**src/rtl/bzt_pkg.sv**
```systemverilog
// Shared types, datapath operation codes and helpers for the Bezier stroke tessellator.
package bzt_pkg;

  typedef logic signed [15:0] coord_t;

  localparam logic [4:0] OP_NOP    = 5'd0;
  localparam logic [4:0] OP_LOAD   = 5'd1;
  localparam logic [4:0] OP_SQ     = 5'd2;
  localparam logic [4:0] OP_WT     = 5'd3;
  localparam logic [4:0] OP_MAC    = 5'd4;
  localparam logic [4:0] OP_DPREP  = 5'd5;
  localparam logic [4:0] OP_DIV    = 5'd6;
  localparam logic [4:0] OP_DIVEND = 5'd7;
  localparam logic [4:0] OP_DIFF   = 5'd8;
  localparam logic [4:0] OP_SQR    = 5'd9;
  localparam logic [4:0] OP_SUM    = 5'd10;
  localparam logic [4:0] OP_SA     = 5'd11;
  localparam logic [4:0] OP_SB     = 5'd12;
  localparam logic [4:0] OP_SC     = 5'd13;
  localparam logic [4:0] OP_PERP   = 5'd14;
  localparam logic [4:0] OP_TRI0   = 5'd15;
  localparam logic [4:0] OP_TRI1   = 5'd16;

  typedef struct packed {
    logic [4:0] op;
    logic [5:0] pt_idx;
    logic [1:0] sel;
    logic       last;
  } cmd_t;

  typedef struct packed {
    logic [5:0] seg_n;
  } status_t;

  function automatic coord_t sat16(input logic signed [16:0] v);
    coord_t r;
    if (v[16] != v[15]) begin
      r = v[16] ? 16'sh8000 : 16'sh7fff;
    end else begin
      r = v[15:0];
    end
    return r;
  endfunction

endpackage

```
**src/rtl/bzt_ctrl.sv**
```systemverilog
// Sequencer that steps the datapath through curve points, divisions and stroke offsets.
module bzt_ctrl
  import bzt_pkg::*;
(
  input  logic    clk,
  input  logic    rst,
  input  logic    start,
  input  status_t status,
  output logic    busy,
  output cmd_t    cmd
);

  localparam logic [3:0] S_IDLE   = 4'd0;
  localparam logic [3:0] S_SQ     = 4'd1;
  localparam logic [3:0] S_WT     = 4'd2;
  localparam logic [3:0] S_MAC    = 4'd3;
  localparam logic [3:0] S_DPREP  = 4'd4;
  localparam logic [3:0] S_DIV    = 4'd5;
  localparam logic [3:0] S_DIVEND = 4'd6;
  localparam logic [3:0] S_DIFF   = 4'd7;
  localparam logic [3:0] S_SQR    = 4'd8;
  localparam logic [3:0] S_SUM    = 4'd9;
  localparam logic [3:0] S_SA     = 4'd10;
  localparam logic [3:0] S_SB     = 4'd11;
  localparam logic [3:0] S_SC     = 4'd12;
  localparam logic [3:0] S_PERP   = 4'd13;
  localparam logic [3:0] S_TRI0   = 4'd14;
  localparam logic [3:0] S_TRI1   = 4'd15;

  logic [3:0] state;
  logic [5:0] pt_idx;
  logic [1:0] sel;
  logic [4:0] cnt;
  logic [4:0] op;

  assign busy = (state != S_IDLE);

  always_comb begin
    unique case (state)
      S_IDLE:   op = start ? OP_LOAD : OP_NOP;
      S_SQ:     op = OP_SQ;
      S_WT:     op = OP_WT;
      S_MAC:    op = OP_MAC;
      S_DPREP:  op = OP_DPREP;
      S_DIV:    op = OP_DIV;
      S_DIVEND: op = OP_DIVEND;
      S_DIFF:   op = OP_DIFF;
      S_SQR:    op = OP_SQR;
      S_SUM:    op = OP_SUM;
      S_SA:     op = OP_SA;
      S_SB:     op = OP_SB;
      S_SC:     op = OP_SC;
      S_PERP:   op = OP_PERP;
      S_TRI0:   op = OP_TRI0;
      S_TRI1:   op = OP_TRI1;
      default:  op = OP_NOP;
    endcase
  end

  assign cmd.op     = op;
  assign cmd.pt_idx = pt_idx;
  assign cmd.sel    = sel;
  assign cmd.last   = (state == S_TRI1) && (pt_idx == status.seg_n);

  always_ff @(posedge clk) begin
    if (rst) begin
      state  <= S_IDLE;
      pt_idx <= '0;
      sel    <= '0;
      cnt    <= '0;
    end else begin
      unique case (state)
        S_IDLE: begin
          if (start) begin
            pt_idx <= '0;
            state  <= S_SQ;
          end
        end
        S_SQ: state <= S_WT;
        S_WT: begin
          sel   <= '0;
          state <= S_MAC;
        end
        S_MAC: begin
          sel <= sel + 2'd1;
          if (sel == 2'd3) begin
            state <= S_DPREP;
          end
        end
        S_DPREP: begin
          cnt   <= 5'd16;
          state <= S_DIV;
        end
        S_DIV: begin
          if (cnt == 5'd0) begin
            state <= S_DIVEND;
          end else begin
            cnt <= cnt - 5'd1;
          end
        end
        S_DIVEND: begin
          if (pt_idx == 6'd0) begin
            pt_idx <= 6'd1;
            state  <= S_SQ;
          end else begin
            state <= S_DIFF;
          end
        end
        S_DIFF: state <= S_SQR;
        S_SQR:  state <= S_SUM;
        S_SUM: begin
          cnt   <= 5'd7;
          state <= S_SA;
        end
        S_SA: state <= S_SB;
        S_SB: state <= S_SC;
        S_SC: begin
          if (cnt == 5'd0) begin
            state <= S_PERP;
          end else begin
            cnt   <= cnt - 5'd1;
            state <= S_SA;
          end
        end
        S_PERP: state <= S_TRI0;
        S_TRI0: state <= S_TRI1;
        S_TRI1: begin
          if (pt_idx == status.seg_n) begin
            state <= S_IDLE;
          end else begin
            pt_idx <= pt_idx + 6'd1;
            state  <= S_SQ;
          end
        end
        default: state <= S_IDLE;
      endcase
    end
  end

endmodule

```
**config.mk**
```make
export PLATFORM = sky130hd
export DESIGN_NAME = bzt_ctrl
export DESIGN_NICKNAME = d
export VERILOG_FILES = /design/src/rtl/bzt_pkg.sv /design/src/rtl/bzt_ctrl.sv
export SDC_FILE = /design/constraint.sdc
export NUM_CORES = 1
export LEC_CHECK = 0
export BUFFER_PORTS_ARGS = -buffer_cell sky130_fd_sc_hd__buf_2
export CAP_MARGIN = 10
export CORE_MARGIN = 2
export CORE_UTILIZATION = 39
export DETAILED_ROUTE_END_ITERATION = 16
export SLEW_MARGIN = 20
export SYNTH_ARGS = -nofsm -noshare
export SYNTH_HDL_FRONTEND = slang
export SYNTH_SLANG_ARGS = --single-unit
```
**constraint.sdc**
```tcl
create_clock -name clk -period 4.3 [get_ports clk]
set_input_delay 1.29 -clock clk [delete_from_list [all_inputs] [get_ports clk]]
set_output_delay 1.29 -clock clk [all_outputs]
set_load 0.02 [all_outputs]
```
==> impl_metrics.ini <==
[critical_path]
r2r_cells = 5
crit_end = cmd[0]
crit_type = input pin to output port
timing.rr.start = state[0]
cp.required_ns = 3.01
cp-end-kind = output port
path_max_fanout = 5
reg2reg_to = pt_idx[2]
critPathArrivalTime_ns = 2.20
startpoint = status[3]
start_kind = input pin
rrSetupSlack_ns = 2.34

[placement]
place.gp.congestion = 0.8207
place_hpwl_um = 2132
dp.cells = 223
numPortBuffers = 23
place_ws_ns = 0.8161
dpl_cell_area_mm2 = 0.001364

[cells_and_area]
instances_no_fill = 227
final_util = 0.4557
final_common_cell = buf_2
nFillCells = 334
final_cell_mix = buf_2 (23), nor2_1 (18), dfxtp_1 (17)
area_delta_synth_final_pct = 11.87
design_area_mm2 = 0.001391
final_layout_size_suffix_gt1_frac = 0.2077
antennaDiodeCount = 0
nets = 198

[die]
die_w_um = 60.47
start_util = 0.4074
die_h_um = 60.47
dieArea_mm2 = 0.003657
pin_count = 24
coreArea_mm2 = 0.003053
rows = 20

[clock_network]
root_buffer = clkbuf_4
clk_latency_ns = 0.30
h-tree-depth = 1
cts_inserted_buffers = 3
cts_tree = built
cts_max_path_buffers = 2
clkTransAtPathRegs_ns = 0.09
clock-sinks = 17
cts_resized = 0
post-cts-setup-buffers = 0
cts-hold-fix-buffers = 0

[pwr]
p_leak_nw = 0.5920
p_int_mw = 0.2156
totalPowerFinal_mw = 0.3100
netSwitchingPower_mw = 0.09440
sw_frac_of_total = 0.3046
powerDensity_mw_per_mm2 = 222.8
p_comb_frac = 0.164
max-vdd-ir-drop_mv = 0.1863
p_clk_frac = 0.282
p_seq_frac = 0.554

[global_routing]
grt_pass1_wl_um = 4954
grt-ovfl-total = 0
antenna_found_initial = 0
grt_max_degree = 22
grt_pass1_vias = 1103
track_usage = 0.1754

[synthesis]
seq_area_frac_synth = 0.2736
syn-num-nets = 181
ys_types = 44
yosys.area.top_type_share = 0.2736
synth_edf_count = 0
synth_top_area_cell = dfxtp_1
yosysWarnings = 0
netlist_instances = 167
syn_avg_cell_area_um2 = 7.447
synthTopCellsByArea = dfxtp_1 (27%), a21oi_1 (5.6%), xor2_1 (5.6%)
synth_async_sr_flop_share = 0
synth_seq_cells = 17
mappedNetlistArea_mm2 = 0.001244
ys.flop_type = dfxtp_1

[timing]
final.setup.tns_ns = 0
period_share = 0.8111
period_minus_slack_ns = 3.488
timing.fmax_mhz = 286.7
setup_slack_ns = 0.8122
hold_violations = 0
relSlewSlack = 0.5599
finClkSkew_ns = 0.01350
worst_slew_pin_slew_ns = 0.6592
finalMaxSlewViolations = 0
rsz0062_at_grt = false
hold_ws_ns = 0.4765
setup_viol = 0

[route]
drt-vias-per-instance = 5.282
drt_iter0_drc = 46
antenna_left = 0
drtPass1Iterations = 4
wl_per_cell_um = 12.57
drc_errors = 0
totalWireLength_um = 2853
via_count = 1199

[flow_run]
drv_cap = 0

[outcome]
status = complete, no violations

[hold_path]
min_path_type = register to register
holdPathStages = 2
[worst max-delay path, cell delays in order]
cell and delay [ns]:
buf_2 0.10, xor2_1 0.13, nor2_1 0.27, and3_4 0.25, buf_2 0.16
[worst min path at each step]
stage	slack [ns]	endpoint	start
after floorplan	0.47	cnt[4]	cnt[4]
after global placement	0.46	sel[1]	sel[1]
after detailed placement	0.47	sel[1]	sel[1]
after CTS	0.48	sel[1]	sel[1]
after global routing	0.49	sel[1]	sel[1]
final	0.48	sel[1]	sel[1]
[flip-flops by register name (all words and copies together) (netlist names)]
name / flops
pt_idx: 6
cnt: 5
state: 4
sel: 2
[layer usage]
| metal | GRT usage | share of wire | vias up |
|---|---|---|---|
| li1 | - | - | 617 |
| met1 | 0.2299 | 0.48 | 556 |
| met2 | 0.2919 | 0.48 | 22 |
| met3 | 0.03838 | 0.035 | 4 |
| met4 | 0.04969 | 0.0098 | 0 |
| met5 | 0 | 0 | - |
[cell families after synthesis]
family                     synth area share
adders and majority gates           0.05030
DFF                                  0.2736
muxes                               0.01610
buffers and inverters               0.06439
xor gates and xnor gates            0.07747
AOI/OAI and AO/OA                    0.2032
and+or+nand+nor                      0.3149
[power by group through the flow]
stage / sequential (mW) / clock, mW / combinational (mW)
floorplan: 0.167 / 0 / 0.0435
global placement: 0.175 / 0 / 0.0496
detailed placement: 0.175 / 0 / 0.0514
CTS: 0.171 / 0.0931 / 0.0516
global route: 0.173 / 0.100 / 0.0567
finish: 0.172 / 0.0875 / 0.0509
[layout make-up]
| type | count | area (µm²) | area share |
|---|---|---|---|
| multi-input cells | 131 | 823.3 | 0.5917 |
| flip-flops and latches | 17 | 340.3 | 0.2446 |
| repair buffers | 23 | 115.1 | 0.08273 |
| well taps | 44 | 55.05 | 0.03957 |
| inverters | 8 | 30.03 | 0.02158 |
| clock buffers | 3 | 22.52 | 0.01619 |
| clock inverters | 1 | 5.005 | 0.003597 |
[cells in the mapped netlist (4+ instances only)]
cell	number
o21ai_0	10
ha_1	5
nand2_1	15
nor2_1	18
a21oi_1	14
dfxtp_1	17
a31oi_1	4
buf_2	4
nand3_1	8
nand3b_1	4
nor3_1	5
inv_1	7
xor2_1	8
Note: power is estimated with default switching activity, not from simulation.
